===== src/design/assert_macros.svh =====
// Assertion macros used by the chunked blob receiver top level.
// Each check is clocked on clk and is disabled while rst is high.
`ifndef ASSERT_MACROS_SVH
`define ASSERT_MACROS_SVH

// Checks that a property holds at every clock edge.
`define CBR_ASSERT(label, prop, msg) \
  label: assert property (@(posedge clk) disable iff (rst) (prop)) else $error(msg);

// Checks that the consequent holds in the same cycle as the antecedent.
`define CBR_ASSERT_IMPL(label, ante, cons, msg) \
  label: assert property (@(posedge clk) disable iff (rst) (ante) |-> (cons)) else $error(msg);

// Checks that the consequent holds in the cycle after the antecedent.
`define CBR_ASSERT_NEXT(label, ante, cons, msg) \
  label: assert property (@(posedge clk) disable iff (rst) (ante) |=> (cons)) else $error(msg);

`endif


===== src/design/cbr_pkg.sv =====
`timescale 1ns / 1ps
// ----------------------------------------------------------------------------
// Chunked blob receiver package
// Shared codes, reset constants and the result word type.
// ----------------------------------------------------------------------------
package cbr_pkg;

  localparam logic [1:0] ST_IDLE = 2'd0;
  localparam logic [1:0] ST_RECV = 2'd1;
  localparam logic [1:0] ST_DONE = 2'd2;
  localparam logic [1:0] ST_ERR  = 2'd3;

  localparam logic [1:0] KIND_NONE = 2'd0;
  localparam logic [1:0] KIND_HDR  = 2'd1;
  localparam logic [1:0] KIND_DATA = 2'd2;
  localparam logic [1:0] KIND_SKIP = 2'd3;

  localparam logic [1:0] FUNC_BYTE       = 2'd0;
  localparam logic [1:0] FUNC_CONNECT    = 2'd1;
  localparam logic [1:0] FUNC_DISCONNECT = 2'd2;

  localparam int unsigned CFG_IDX_W = 1;
  localparam logic [CFG_IDX_W-1:0] CFG_MAGIC   = 1'd0;
  localparam logic [CFG_IDX_W-1:0] CFG_VERSION = 1'd1;

  localparam logic [31:0] MAGIC_RESET   = 32'h5652_504D;
  localparam logic [15:0] VERSION_RESET = 16'd1;

  localparam logic [31:0] CRC_POLY = 32'hEDB8_8320;
  localparam logic [31:0] CRC_INIT = 32'hFFFF_FFFF;

  localparam logic [3:0] IDX_MAX        = 4'd15;
  localparam logic [3:0] IDX_HDR_LAST   = 4'd13;
  localparam logic [3:0] IDX_MAGIC_LO   = 4'd2;
  localparam logic [3:0] IDX_VERSION_LO = 4'd6;
  localparam logic [3:0] IDX_LENGTH_LO  = 4'd8;
  localparam logic [3:0] IDX_CRC_LO     = 4'd10;

  typedef struct packed {
    logic [1:0]  status;
    logic        payload_valid;
    logic [7:0]  payload_byte;
    logic [12:0] payload_offset;
    logic        header_accepted;
    logic        transfer_done;
    logic        crc_ok;
    logic [13:0] bytes_received;
    logic [13:0] total_length;
  } result_t;

endpackage


===== src/design/cbr_crc8.sv =====
`timescale 1ns / 1ps
// ----------------------------------------------------------------------------
// CRC-32 byte update
// Advances a reflected CRC-32 by one data byte in eight unrolled steps.
// ----------------------------------------------------------------------------
module cbr_crc8 (
  input  logic [31:0] crc_in,
  input  logic [7:0]  data,
  output logic [31:0] crc_out
);

  always_comb begin
    logic [31:0] c;
    c = crc_in ^ {24'd0, data};
    for (int i = 0; i < 8; i++) begin
      c = {1'b0, c[31:1]} ^ (cbr_pkg::CRC_POLY & {32{c[0]}});
    end
    crc_out = c;
  end

endmodule


===== src/design/cbr_core.sv =====
`timescale 1ns / 1ps
// ----------------------------------------------------------------------------
// Chunked blob receiver core
// Holds the transfer state and computes one result word for each input word.
// ----------------------------------------------------------------------------
module cbr_core #(
  parameter int unsigned MAX_BLOB_BYTES = 8192
) (
  input  logic                clk,
  input  logic                rst,
  input  logic                step,
  input  logic [1:0]          func,
  input  logic [7:0]          data_byte,
  input  logic                last_of_packet,
  input  logic [31:0]         exp_magic,
  input  logic [15:0]         exp_version,
  output cbr_pkg::result_t    result
);

  localparam int unsigned OW = $clog2(MAX_BLOB_BYTES + 1);

  logic [1:0]    status_code, status_code_next;
  logic          header_seen, header_seen_next;
  logic          blob_complete, blob_complete_next;
  logic [3:0]    byte_index, byte_index_next;
  logic [7:0]    seq_low_byte, seq_low_byte_next;
  logic [1:0]    packet_kind, packet_kind_next;
  logic [31:0]   staged_magic, staged_magic_next;
  logic [15:0]   staged_version, staged_version_next;
  logic [15:0]   staged_length, staged_length_next;
  logic [31:0]   staged_crc, staged_crc_next;
  logic [OW-1:0] length_target, length_target_next;
  logic [31:0]   crc_target, crc_target_next;
  logic [OW-1:0] write_offset, write_offset_next;
  logic [15:0]   next_sequence, next_sequence_next;
  logic [31:0]   running_crc, running_crc_next;
  logic [31:0]   crc_upd;

  cbr_crc8 u_crc (
    .crc_in  (running_crc),
    .data    (data_byte),
    .crc_out (crc_upd)
  );

  always_comb begin
    logic [15:0] seq;
    logic [31:0] wo_wide;
    logic [31:0] wo_next_wide;
    logic [31:0] lt_next_wide;
    logic        full;
    logic        hdr_bad;
    logic [1:0]  hsel;
    status_code_next    = status_code;
    header_seen_next    = header_seen;
    blob_complete_next  = blob_complete;
    byte_index_next     = byte_index;
    seq_low_byte_next   = seq_low_byte;
    packet_kind_next    = packet_kind;
    staged_magic_next   = staged_magic;
    staged_version_next = staged_version;
    staged_length_next  = staged_length;
    staged_crc_next     = staged_crc;
    length_target_next  = length_target;
    crc_target_next     = crc_target;
    write_offset_next   = write_offset;
    next_sequence_next  = next_sequence;
    running_crc_next    = running_crc;
    result              = '0;
    seq                 = {data_byte, seq_low_byte};
    wo_wide             = 32'(write_offset);
    full                = wo_wide >= 32'(MAX_BLOB_BYTES);
    hdr_bad             = 1'b0;
    hsel                = byte_index[1:0] - 2'd2;

    unique case (func)
      cbr_pkg::FUNC_CONNECT: begin
        status_code_next    = cbr_pkg::ST_RECV;
        header_seen_next    = 1'b0;
        blob_complete_next  = 1'b0;
        byte_index_next     = '0;
        seq_low_byte_next   = '0;
        packet_kind_next    = cbr_pkg::KIND_NONE;
        staged_magic_next   = '0;
        staged_version_next = '0;
        staged_length_next  = '0;
        staged_crc_next     = '0;
        length_target_next  = '0;
        crc_target_next     = '0;
        write_offset_next   = '0;
        next_sequence_next  = 16'd1;
        running_crc_next    = cbr_pkg::CRC_INIT;
      end
      cbr_pkg::FUNC_DISCONNECT: begin
        if (status_code == cbr_pkg::ST_RECV && !blob_complete) begin
          status_code_next = cbr_pkg::ST_ERR;
        end
        byte_index_next  = '0;
        packet_kind_next = cbr_pkg::KIND_NONE;
      end
      cbr_pkg::FUNC_BYTE: begin
        if (status_code == cbr_pkg::ST_RECV) begin
          if (byte_index == 4'd0) begin
            seq_low_byte_next = data_byte;
          end else if (byte_index == 4'd1) begin
            if (seq == 16'd0) begin
              packet_kind_next    = cbr_pkg::KIND_HDR;
              staged_magic_next   = '0;
              staged_version_next = '0;
              staged_length_next  = '0;
              staged_crc_next     = '0;
            end else if (!header_seen) begin
              packet_kind_next = cbr_pkg::KIND_SKIP;
            end else if (seq != next_sequence) begin
              status_code_next = cbr_pkg::ST_ERR;
              packet_kind_next = cbr_pkg::KIND_SKIP;
            end else begin
              packet_kind_next   = cbr_pkg::KIND_DATA;
              next_sequence_next = next_sequence + 16'd1;
            end
          end else if (packet_kind == cbr_pkg::KIND_HDR) begin
            if (byte_index < cbr_pkg::IDX_VERSION_LO) begin
              staged_magic_next[8*hsel +: 8] = data_byte;
            end else if (byte_index < cbr_pkg::IDX_LENGTH_LO) begin
              staged_version_next[8*byte_index[0] +: 8] = data_byte;
            end else if (byte_index < cbr_pkg::IDX_CRC_LO) begin
              staged_length_next[8*byte_index[0] +: 8] = data_byte;
            end else if (byte_index < cbr_pkg::IDX_CRC_LO + 4'd4) begin
              staged_crc_next[8*hsel +: 8] = data_byte;
            end
          end else if (packet_kind == cbr_pkg::KIND_DATA) begin
            if (full) begin
              status_code_next = cbr_pkg::ST_ERR;
              packet_kind_next = cbr_pkg::KIND_SKIP;
            end else begin
              result.payload_valid  = 1'b1;
              result.payload_byte   = data_byte;
              result.payload_offset = wo_wide[12:0];
              if (write_offset < length_target) begin
                running_crc_next = crc_upd;
              end
              write_offset_next = write_offset + OW'(1);
            end
          end

          if (last_of_packet && status_code_next == cbr_pkg::ST_RECV &&
              byte_index != 4'd0) begin
            if (packet_kind_next == cbr_pkg::KIND_HDR) begin
              hdr_bad = (byte_index < cbr_pkg::IDX_HDR_LAST) ||
                        (staged_magic_next != exp_magic) ||
                        (staged_version_next != exp_version) ||
                        (32'(staged_length_next) > 32'(MAX_BLOB_BYTES));
              if (hdr_bad) begin
                status_code_next = cbr_pkg::ST_ERR;
              end else begin
                length_target_next     = OW'(staged_length_next);
                crc_target_next        = staged_crc_next;
                write_offset_next      = '0;
                next_sequence_next     = 16'd1;
                header_seen_next       = 1'b1;
                running_crc_next       = cbr_pkg::CRC_INIT;
                result.header_accepted = 1'b1;
              end
            end else if (packet_kind_next == cbr_pkg::KIND_DATA &&
                         write_offset_next >= length_target_next) begin
              blob_complete_next   = 1'b1;
              result.transfer_done = 1'b1;
              result.crc_ok        = (~running_crc_next) == crc_target_next;
              status_code_next     = result.crc_ok ? cbr_pkg::ST_DONE : cbr_pkg::ST_ERR;
            end
          end
        end

        if (last_of_packet) begin
          byte_index_next  = '0;
          packet_kind_next = cbr_pkg::KIND_NONE;
        end else if (byte_index < cbr_pkg::IDX_MAX) begin
          byte_index_next = byte_index + 4'd1;
        end
      end
      default: begin
      end
    endcase

    wo_next_wide          = 32'(write_offset_next);
    lt_next_wide          = 32'(length_target_next);
    result.status         = status_code_next;
    result.bytes_received = wo_next_wide[13:0];
    result.total_length   = lt_next_wide[13:0];
  end

  always_ff @(posedge clk) begin
    if (rst) begin
      status_code    <= cbr_pkg::ST_IDLE;
      header_seen    <= 1'b0;
      blob_complete  <= 1'b0;
      byte_index     <= '0;
      seq_low_byte   <= '0;
      packet_kind    <= cbr_pkg::KIND_NONE;
      staged_magic   <= '0;
      staged_version <= '0;
      staged_length  <= '0;
      staged_crc     <= '0;
      length_target  <= '0;
      crc_target     <= '0;
      write_offset   <= '0;
      next_sequence  <= 16'd1;
      running_crc    <= cbr_pkg::CRC_INIT;
    end else if (step) begin
      status_code    <= status_code_next;
      header_seen    <= header_seen_next;
      blob_complete  <= blob_complete_next;
      byte_index     <= byte_index_next;
      seq_low_byte   <= seq_low_byte_next;
      packet_kind    <= packet_kind_next;
      staged_magic   <= staged_magic_next;
      staged_version <= staged_version_next;
      staged_length  <= staged_length_next;
      staged_crc     <= staged_crc_next;
      length_target  <= length_target_next;
      crc_target     <= crc_target_next;
      write_offset   <= write_offset_next;
      next_sequence  <= next_sequence_next;
      running_crc    <= running_crc_next;
    end
  end

endmodule


===== src/design/chunked_blob_receiver.sv =====
`timescale 1ns / 1ps
// ----------------------------------------------------------------------------
// Chunked blob receiver
// Reassembles a blob from notification packets received one byte per word.
// ----------------------------------------------------------------------------
// Usage: input words carry func, data_byte and last_of_packet and are taken
// when in_valid is high and in_stall is low. Every input word produces exactly
// one result word on the output channel, taken when out_valid is high and
// out_stall is low. Connect (func 1) restarts reception; packets then start
// with a little-endian sequence number, sequence 0 being the header.
// A result appears in the cycle after its word is taken. One word is taken
// per cycle unless stalled; the CRC update and the header compares settle
// within that cycle. The output register holds a result while the receiver
// stalls, and in_stall is raised only when that register is full and stalled,
// so a new word enters in the same cycle that the previous result leaves.
// Reset clears the transfer state to idle, empties the output register and
// loads the default magic and version. The configuration registers are
// written through cfg_write, cfg_index and cfg_data; the user must do so only
// while no word is in flight, since the block itself does not enforce it.
// ----------------------------------------------------------------------------
`include "assert_macros.svh"

module chunked_blob_receiver #(
  parameter int unsigned MAX_BLOB_BYTES = 8192
) (
  input  logic                           clk,
  input  logic                           rst,
  input  logic                           in_valid,
  output logic                           in_stall,
  input  logic [1:0]                     func,
  input  logic [7:0]                     data_byte,
  input  logic                           last_of_packet,
  output logic                           out_valid,
  input  logic                           out_stall,
  output logic [1:0]                     status,
  output logic                           payload_valid,
  output logic [7:0]                     payload_byte,
  output logic [12:0]                    payload_offset,
  output logic                           header_accepted,
  output logic                           transfer_done,
  output logic                           crc_ok,
  output logic [13:0]                    bytes_received,
  output logic [13:0]                    total_length,
  input  logic                           cfg_write,
  input  logic [cbr_pkg::CFG_IDX_W-1:0]  cfg_index,
  input  logic [31:0]                    cfg_data
);

  logic              accept;
  logic [31:0]       exp_magic;
  logic [15:0]       exp_version;
  cbr_pkg::result_t  step_result;
  cbr_pkg::result_t  out_reg;

  assign in_stall = out_valid && out_stall;
  assign accept   = in_valid && !in_stall;

  always_ff @(posedge clk) begin
    if (rst) begin
      exp_magic   <= cbr_pkg::MAGIC_RESET;
      exp_version <= cbr_pkg::VERSION_RESET;
    end else if (cfg_write) begin
      unique case (cfg_index)
        cbr_pkg::CFG_MAGIC:   exp_magic   <= cfg_data;
        cbr_pkg::CFG_VERSION: exp_version <= cfg_data[15:0];
        default: begin
        end
      endcase
    end
  end

  cbr_core #(
    .MAX_BLOB_BYTES (MAX_BLOB_BYTES)
  ) u_core (
    .clk            (clk),
    .rst            (rst),
    .step           (accept),
    .func           (func),
    .data_byte      (data_byte),
    .last_of_packet (last_of_packet),
    .exp_magic      (exp_magic),
    .exp_version    (exp_version),
    .result         (step_result)
  );

  always_ff @(posedge clk) begin
    if (rst) begin
      out_valid <= 1'b0;
    end else if (accept) begin
      out_valid <= 1'b1;
    end else if (!out_stall) begin
      out_valid <= 1'b0;
    end
  end

  always_ff @(posedge clk) begin
    if (accept) begin
      out_reg <= step_result;
    end
  end

  assign status          = out_reg.status;
  assign payload_valid   = out_reg.payload_valid;
  assign payload_byte    = out_reg.payload_byte;
  assign payload_offset  = out_reg.payload_offset;
  assign header_accepted = out_reg.header_accepted;
  assign transfer_done   = out_reg.transfer_done;
  assign crc_ok          = out_reg.crc_ok;
  assign bytes_received  = out_reg.bytes_received;
  assign total_length    = out_reg.total_length;

  `CBR_ASSERT_NEXT(a_accept_gives_result, accept, out_valid, "Accepted word produced no result")
  `CBR_ASSERT_IMPL(a_done_status, out_valid && transfer_done, (status == cbr_pkg::ST_DONE) == crc_ok, "Completion status disagrees with CRC check")
  `CBR_ASSERT_IMPL(a_header_restart, out_valid && header_accepted, bytes_received == 14'd0 && status == cbr_pkg::ST_RECV, "Accepted header did not restart reception")
  `CBR_ASSERT_IMPL(a_idle_payload, out_valid && !payload_valid, payload_byte == 8'd0 && payload_offset == 13'd0, "Payload fields not cleared without payload")

endmodule


===== config.mk =====
export PLATFORM = sky130hd
export DESIGN_NAME = chunked_blob_receiver
export DESIGN_NICKNAME = d
export VERILOG_FILES = /design/src/design/cbr_pkg.sv /design/src/design/cbr_crc8.sv /design/src/design/cbr_core.sv /design/src/design/chunked_blob_receiver.sv
export VERILOG_INCLUDE_DIRS = /design/src /design/src/design
export SDC_FILE = /design/constraint.sdc
export NUM_CORES = 1
export LEC_CHECK = 0
export ABC_CLOCK_PERIOD_IN_PS = 6400
export BUFFER_PORTS_ARGS = -buffer_cell sky130_fd_sc_hd__buf_2
export CORE_MARGIN = 2
export CORE_UTILIZATION = 60
export DETAILED_ROUTE_END_ITERATION = 16
export PLACE_DENSITY = 0.79
export SLEW_MARGIN = 15
export SYNTH_ARGS = -nofsm -noshare
export SYNTH_HDL_FRONTEND = slang
export SYNTH_SLANG_ARGS = --single-unit

===== constraint.sdc =====
create_clock -name clk -period 6.4 [get_ports clk]
set_input_delay 0.32 -clock clk [delete_from_list [all_inputs] [get_ports clk]]
set_output_delay 0.32 -clock clk [all_outputs]
set_load 0.01 [all_outputs]

# Word level (Yosys, flattened, before mapping)
# Cells that the tools add are included.
# W data, S select, Z words.
# classes
add_sub_neg	6
order_cmp	10
eq_ne	23
n_shift	4
muxes	141
bitwise	16
n_reduce_logical	31
# op_table
op	n
$mux W32	33
$mux W16	28
$pmux W32 S2	4
$xor A31 B32 Y32	8
$mux W14	15
$pmux W16 S2	3
$bwmux W32	2
$mux W2	28
$pmux W14 S2	2
$neg A4 Y34	1
$neg A5 Y34	1
$shift A8 B34 Y16 const A	1
$shift A8 B34 Y32 const A	1
$shiftx A8 B34 Y16	1
$shiftx A8 B34 Y32	1
$bwmux W16	2
$eq A32 B32 Y1	1
$ne A16 B16 Y1	2
$ne A32 B32 Y1	1
$not A32 Y32	1
$xor A32 B8 Y32	1
$mux W22	1
$lt A4 B4 Y1 const B	5
$add A16 B1 Y16 const B	1
40 further kinds	87
# word_totals
reg_bits	326
input_bits	49
elab_cells	258

# Depth between registers and ports, before layout
# Gate-level depths: netlist (run 1).
# depth
depth_word	25
mapped_depth	22

# Modules after synthesis
# A second synthesis (run 1) with hierarchy kept.
# unflattened
cells_unflattened	2107
area_unflattened_um2	18481.5
# modules_own_cells
module	instances	cells_per_inst	area_each_um2	seq_area_each_um2
cbr_core	1	1775	13888.3	4444.3
chunked_blob_receiver	1	261	3781.1	2632.5
cbr_crc8	1	71	812.0	0.0

# Worst setup path after synthesis (run 1)
# No wires, ideal clock.
# synth_timing
path_kind	register -> register
from	reg u_core.byte_index[1]
to	reg out_reg, in the netlist status[1] (data pin)
setup_time_ps	257
arrival_time_ps	4694
setup_slack_ps	1449
stages_incl_launch_ff	20
n_path_buf	2
period_less_slack_ps	4951
cell_sequence	dfxtp_1 > clkbuf_1 > inv_1 > ha_1 > clkbuf_1 > or2_2 > and2_1 > nor3_1 > nand4_1 > xnor2_1 > ha_1 > a21o_1 > a21o_1 > a2111oi_0 > o21ai_0 > a41o_1 > nor3b_1 > a211oi_1 > o21ai_0 > a32o_1
# synth_rtl
item	line_no	source
from (decl)	cbr_core.sv:25	logic [3:0] byte_index, byte_index_next;
from (signal assigned)	cbr_core.sv:212	byte_index <= byte_index_next;
to (signal assigned)	chunked_blob_receiver.sv:98	out_reg <= step_result;
to (decl)	chunked_blob_receiver.sv:53	cbr_pkg::result_t out_reg;

==> reports/qor.txt, run 1 <==
status - finished clean
Mapped Nets - 2139
post-synthesis sequential area ratio - 40.02%
num ports - 106
worst vdd ir - 0.1948 mV
Total Neg Setup Slack - 0 ns
Fin. Hold Viols - 0
vias in the first global route - 14900
starting density of the core - 61.27%
CP Capture Type - register
Slew Limit Fails - 0
Cell Area, Synth - 17680 µm²
fmax - 167.9 MHz
Post-CTS Hold Fix Bufs - 0
n_diodes - 0
std cell rows - 62
commonest non-fill, non-tap cell in the layout - dfxtp_1
Post-Syn Instances - 2053
CP Max Fanout - 19
reg2reg setup slack - 0.44 ns
CTS tree - yes
synthesis-to-layout area growth - 11.19%
power share of the clock group - 46.5%
hold path depth - 3
Avg WL per Cell - 21.14 µm
Final min period - 5.957 ns
DR pass1 iterations - 6
GRT overflow - 0
drc violations - 0
clock sinks - 326
initial antenna violation count - 0
ys async rst share - 0%
Setup Skew - 0.02002 ns
postcts setup bufs - 0
YS warnings - 0
reg2reg end - status[0]
clk slew on worst S/H paths - 0.06 ns
share of cells above drive strength 1 - 11.32%
Max-Cap Viols - 0
worst min path class - in2reg
first-pass GRT wire length - 82310 µm
Slew @ Worst Pin - 1.133 ns
leak pwr - 7.397 nW
max incr delay on CP - 0.69 ns
CP required - 6.68 ns
area fraction in compound gates after synthesis - 18.55%
simple-gate portion of the synthesized area - 21.70%
Resized cells post-CTS - 0
mean post-synth cell area - 8.613 µm²
hold path start - cfg_data[28]
worst rel slew slack - 24.47%
crit path from - u_core.byte_index[0]
Post-DRT Antenna Nets - 0
Seq pwr share - 45.1%
Critical Path AT - 6.24 ns
NumNets Final - 2183
Post-Synth XOR/XNOR Area - 7.685%
Post-Route WL - 52950 µm
Hold EP - exp_magic[28]
H-tree depth - 2
GPL Wtd Cong - 1.026
total power draw - 4.760 mW
cell mode on critical path - ha_1
final worst-path cycle share - 93.08%
post-DR vias/cell - 6.410
Crit-path slowest cell - dfxtp_1
Reg2Reg Depth - 19
Post-synth EDFFs - 55
CP Launch Type - register
Crit Path Class - reg2reg
via count - 16050
unique cell type count in the Yosys netlist - 84
total die area - 30860 µm²
pin count of the biggest net entering global routing - 91
PortBufs - 105
total core area - 28860 µm²
Die X - 175.7 µm
CTS Buffer Depth - 3
Finish-stage setup viols - 0
Die Y - 175.7 µm
Pint - 3.626 mW
RR Startpoint - u_core.byte_index[0]
Main synth FF type - dfxtp_1
TritonCTS buffer count - 35
clk_lat worst skew - 0.52 ns
Comb power frac - 8.4%
sw power - 1.134 mW
dominant combinational cell family by area after synthesis - simple AND/OR/NAND/NOR gates
DP Wirelength - 36740 µm
Initial DRC Count - 1771
Pwr Density - 242.1 nW/µm²
gr usage total - 33.66%
commonest non-fill, non-tap cells in the layout - 271 x dfxtp_1, 265 x nand2_1, 238 x nor2_1, 150 x a21oi_1, 108 x xnor2_1
critical path cell sequence - inv_1 > ha_1 > or2_2 > and2_1 > nor3_1 > buf_4 > nand2_1 > xnor2_1 > ha_1 > nand4_1 > a21oi_1 > a2111oi_0 > o21ai_0 > a41o_1 > nor3b_1 > nand3_1 > nor4_1 > and4_1 > nor2_1
Synth Area in Adders - 2.618%
Synth Register Bits - 326
switch share - 23.83%
RSZ-0062 raised after global routing - false
mux contribution to synthesized area - 5.434%
Root Driver - clkbuf_16
==> registers in the layout, summed over array words and instances (netlist names), 4 cells and up <==
signal / flops
exp_magic: 32
u_core.crc_target: 32
u_core.running_crc: 32
u_core.staged_crc: 32
u_core.staged_magic: 32
exp_version: 16
u_core.next_sequence: 16
u_core.staged_length: 16
u_core.staged_version: 16
bytes_received: 14
total_length: 14
u_core.length_target: 14
u_core.write_offset: 14
payload_offset: 13
payload_byte: 8
u_core.seq_low_byte: 8
u_core.byte_index: 4
==> area by class of cell <==
cell class,instances,area (µm²)
Inverter,40,150.1
Clock buffer,44,982.2
Clock inverter,16,262.8
Timing Repair Buffer,135,757.0
Tap cell,384,480.5
Sequential cell,326,7077
Fill cell,2383,9198
Multi-Input combinational cell,1559,9951
==> cell families (layout without fill, tap and decap cells) <==
logic type / Yosys count / in the layout
muxes: 95 / 95
and+or+nand+nor: 802 / 802
adders and majority gates: 37 / 37
AOI/OAI and AO/OA: 478 / 478
DFF: 326 / 326
xor gates and xnor gates: 147 / 147
buffers and inverters: 168 / 235
==> power by group through the flow <==
stage / Sequential (mW) / Clock, mW / Combinational (mW)
global placement: 2.19 / 0 / 0.385
floorplan: 2.19 / 0 / 0.266
detailed placement: 2.19 / 0 / 0.391
CTS: 2.14 / 2.23 / 0.394
global route: 2.15 / 2.31 / 0.428
finish: 2.15 / 2.21 / 0.401
==> stage by stage <==
| stage | hold WS, ns | cell area [µm²] | std cells | setup WS (ns) | utilization [%] |
|---|---|---|---|---|---|
| 2_1_floorplan | 0.4315 | 17680 | 2053 | 1.449 | - |
| 3_3_place_gp | 0.4378 | 18410 | 2444 | 0.9696 | 63.78 |
| 3_5_place_dp | 0.4486 | 18410 | 2444 | 0.6141 | 63.78 |
| 4_1_cts | 0.008537 | 19650 | 2504 | 0.5858 | 68.10 |
| 5_1_grt | 0.01752 | 19660 | 2504 | 0.1137 | 68.13 |
| 6_report | 0.01754 | 19660 | 2504 | 0.4430 | 68.13 |
==> critical path: cells and delay by family, from the launching register on <==
| family | cells | cell delay, ns |
|---|---|---|
| simple gates | 10 | 2.87 |
| compound gates | 4 | 0.70 |
| flops | 1 | 0.69 |
| fa+ha+maj | 2 | 0.69 |
| buf+inv | 2 | 0.55 |
| xor+xnor | 1 | 0.19 |
==> Yosys cell counts (10+ instances only) <==
master	count	area share (%)
a211oi_1	11	0.47
a21oi_1	150	4.2
a22oi_1	59	2.5
a2bb2oi_2	17	1.4
a32o_1	11	0.62
a32oi_1	11	0.54
and2_1	48	1.7
and3_1	15	0.53
buf_1	10	0.21
buf_2	17	0.48
clkbuf_1	92	2.0
dfxtp_1	271	31
edfxtp_1	55	9.3
ha_1	37	2.6
inv_1	40	0.85
mux2i_1	87	4.9
nand2_1	266	5.6
nand2b_1	12	0.42
nand3_1	40	1.1
nand3b_1	39	1.7
nand4_1	30	1.1
nor2_1	239	5.1
nor2b_1	10	0.35
nor3_1	38	1.1
nor4_1	13	0.46
o21ai_0	58	1.6
o22a_1	18	0.89
o22ai_1	32	1.1
o31ai_1	19	0.81
xnor2_1	108	5.3
xor2_1	34	1.7
==> metal layers <==
layer / global-route usage, % / wire (µm) / up-vias
met5: 0 / 0 / -
met4: 16.32 / 2564 / 0
met3: 5.714 / 4961 / 162
met2: 53.33 / 24060 / 834
met1: 44.78 / 21360 / 7623
li1: - / - / 7432
==> worst max path at each step <==
stage | endpoint | slack [ns] | cells past startpoint
2_1_floorplan | status[1] | 1.45 | 19
3_3_place_gp | status[0] | 0.97 | 19
3_5_place_dp | status[0] | 0.61 | 19
4_1_cts | status[0] | 0.59 | 19
5_1_grt | status[0] | 0.11 | 19
6_report | status[0] | 0.44 | 19
No activity file was read; power rests on OpenSTA's default activity.
==> run 2: changes to the inputs <==
- CTS_BUF_LIST: default -> sky130_fd_sc_hd__clkbuf_4 sky130_fd_sc_hd__clkbuf_8
==> run 2 against run 1 <==
  * Clock-buffer cell count is 38 higher
  * Global-route usage is 0.45 points higher
  * Core utilization increased by 1.2 points
  * Clock skew up 0.024 ns
  * Register-to-register slack better by 0.02 ns
  * Via count increased by 2.2%
  * Largest power group is now registers
==> reports/qor.txt, run 2 (same netlist as run 1, synthesis figures left out) <==
status - finished clean
total core area - 28860 µm² (unchanged)
Die X - 175.7 µm (unchanged)
commonest non-fill, non-tap cells in the layout - 271 x dfxtp_1, 265 x nand2_1, 238 x nor2_1, 150 x a21oi_1, 108 x xnor2_1
Max-Cap Viols - 0 (unchanged)
CP Capture Type - register
vias in the first global route - 15220 (+2.1%)
GRT overflow - 0 (unchanged)
H-tree depth - 2 (unchanged)
via count - 16400 (+2.2%)
NumNets Final - 2236 (+2.4%)
leak pwr - 7.600 nW (+2.7%)
gr usage total - 34.11% (+0.45 points)
Total Neg Setup Slack - 0 ns (unchanged)
n_diodes - 0 (unchanged)
worst rel slew slack - 23.73% (-0.73 points)
fmax - 168.5 MHz (+0.37%)
total die area - 30860 µm² (unchanged)
Die Y - 175.7 µm (unchanged)
synthesis-to-layout area growth - 13.19%
initial antenna violation count - 0 (unchanged)
commonest non-fill, non-tap cell in the layout - dfxtp_1
worst vdd ir - 0.1491 mV (-23%)
Slew Limit Fails - 0 (unchanged)
GPL Wtd Cong - 1.026 (unchanged)
Slew @ Worst Pin - 1.144 ns (+0.01102 ns)
Post-Route WL - 53770 µm (+1.6%)
Post-DRT Antenna Nets - 0 (unchanged)
starting density of the core - 61.27% (unchanged)
PortBufs - 105 (unchanged)
CP Launch Type - register
pin count of the biggest net entering global routing - 91 (unchanged)
drc violations - 0 (unchanged)
RR Startpoint - u_core.byte_index[0]
CP required - 6.73 ns (+0.05 ns)
final worst-path cycle share - 92.74% (-0.34 points)
clk slew on worst S/H paths - 0.07 ns (about the same)
Final min period - 5.935 ns (-0.02177 ns)
Fin. Hold Viols - 0 (unchanged)
Initial DRC Count - 1873 (+5.8%)
total power draw - 4.693 mW (-1.4%)
post-DR vias/cell - 6.361 (-0.77%)
worst min path class - in2reg
CTS tree - yes
Critical Path AT - 6.27 ns (+0.03 ns)
first-pass GRT wire length - 83420 µm (+1.3%)
crit path from - u_core.byte_index[0]
clk_lat worst skew - 0.61 ns (+0.09 ns)
CTS Buffer Depth - 3 (unchanged)
DR pass1 iterations - 7 (+1)
hold path start - out_stall
std cell rows - 62 (unchanged)
TritonCTS buffer count - 54 (+54%)
Finish-stage setup viols - 0 (unchanged)
Root Driver - clkbuf_8
clock sinks - 326 (unchanged)
num ports - 106 (unchanged)
CP Max Fanout - 19 (unchanged)
Crit Path Class - reg2reg
Avg WL per Cell - 20.86 µm (-1.4%)
DP Wirelength - 36740 µm (unchanged)
Setup Skew - 0.04394 ns (+0.02392 ns)
Pwr Density - 234.5 nW/µm² (-3.2%)
postcts setup bufs - 0 (unchanged)
RSZ-0062 raised after global routing - false
share of cells above drive strength 1 - 12.85% (+1.5 points)
run 2: power by group:
| part | leakage, nW | switching [mW] | internal (mW) | total [mW] |
|---|---|---|---|---|
| sequential | 2.74 | 0.0286 | 2.12 | 2.15 |
| combinational | 4.19 | 0.265 | 0.152 | 0.418 |
| clock | 0.669 | 0.867 | 1.26 | 2.13 |
| total | 7.60 | 1.16 | 3.53 | 4.69 |
run 2: worst paths after layout:
| path | cells after the start | to | slack (ns) |
|---|---|---|---|
| setup / recovery | 19 | status[0] | 0.46 |
| hold / removal | 5 | out_valid | 0.08 |
| setup reg to reg | 19 | status[0] | 0.46 |
| hold reg to reg | 2 | u_core.staged_crc[0] | 0.46 |
run 2: metal layers:
layer,wire length [µm],track usage (%),vias up
li1,-,-,7541
met1,21970,45.34,7812
met2,24580,54.30,849
met3,4521,5.260,196
met4,2696,16.98,0
met5,0,0,-
run 2: area by class of cell:
| class | count | area (µm²) |
|---|---|---|
| multi-input cells | 1559 | 9951 |
| fillers | 2309 | 8843 |
| flip-flops and latches | 326 | 7077 |
| repair buffers | 169 | 1095 |
| clock buffers | 82 | 1022 |
| well taps | 384 | 480.5 |
| clock inverters | 18 | 239.0 |
| inverters | 40 | 150.1 |
run 2: metrics by stage:
stage	worst slack (ns)	hold slack, ns	area [µm²]	instances	utilization (%)
floorplan	1.449	0.4315	17680	2053	-
global placement	0.9696	0.4378	18410	2444	63.78
detailed placement	0.6141	0.4486	18410	2444	63.78
CTS	0.5923	0.06634	20000	2577	69.30
global route	0.02975	0.1108	20010	2578	69.35
finish	0.4648	0.08008	20010	2578	69.35
run 2: worst max-delay path, stage by stage, from the launching register on:
cell and delay, ns:
dfxtp_1 0.70, inv_1 0.28, ha_1 0.39, or2_2 0.36
and2_1 0.22, nor3_1 0.52, buf_4 0.27, nand2_1 0.19
xnor2_1 0.18, ha_1 0.30, nand4_1 0.12, a21oi_1 0.12
a2111oi_0 0.07, o21ai_0 0.29, a41o_1 0.21, nor3b_1 0.43
nand3_1 0.18, nor4_1 0.45, and4_1 0.30, nor2_1 0.06
run 2: what timing repair did:
item                      4_1_cts  5_1_grt
hold buffers                   33        0
hold endpoints to repair       44        0
gates resized for setup         0        0
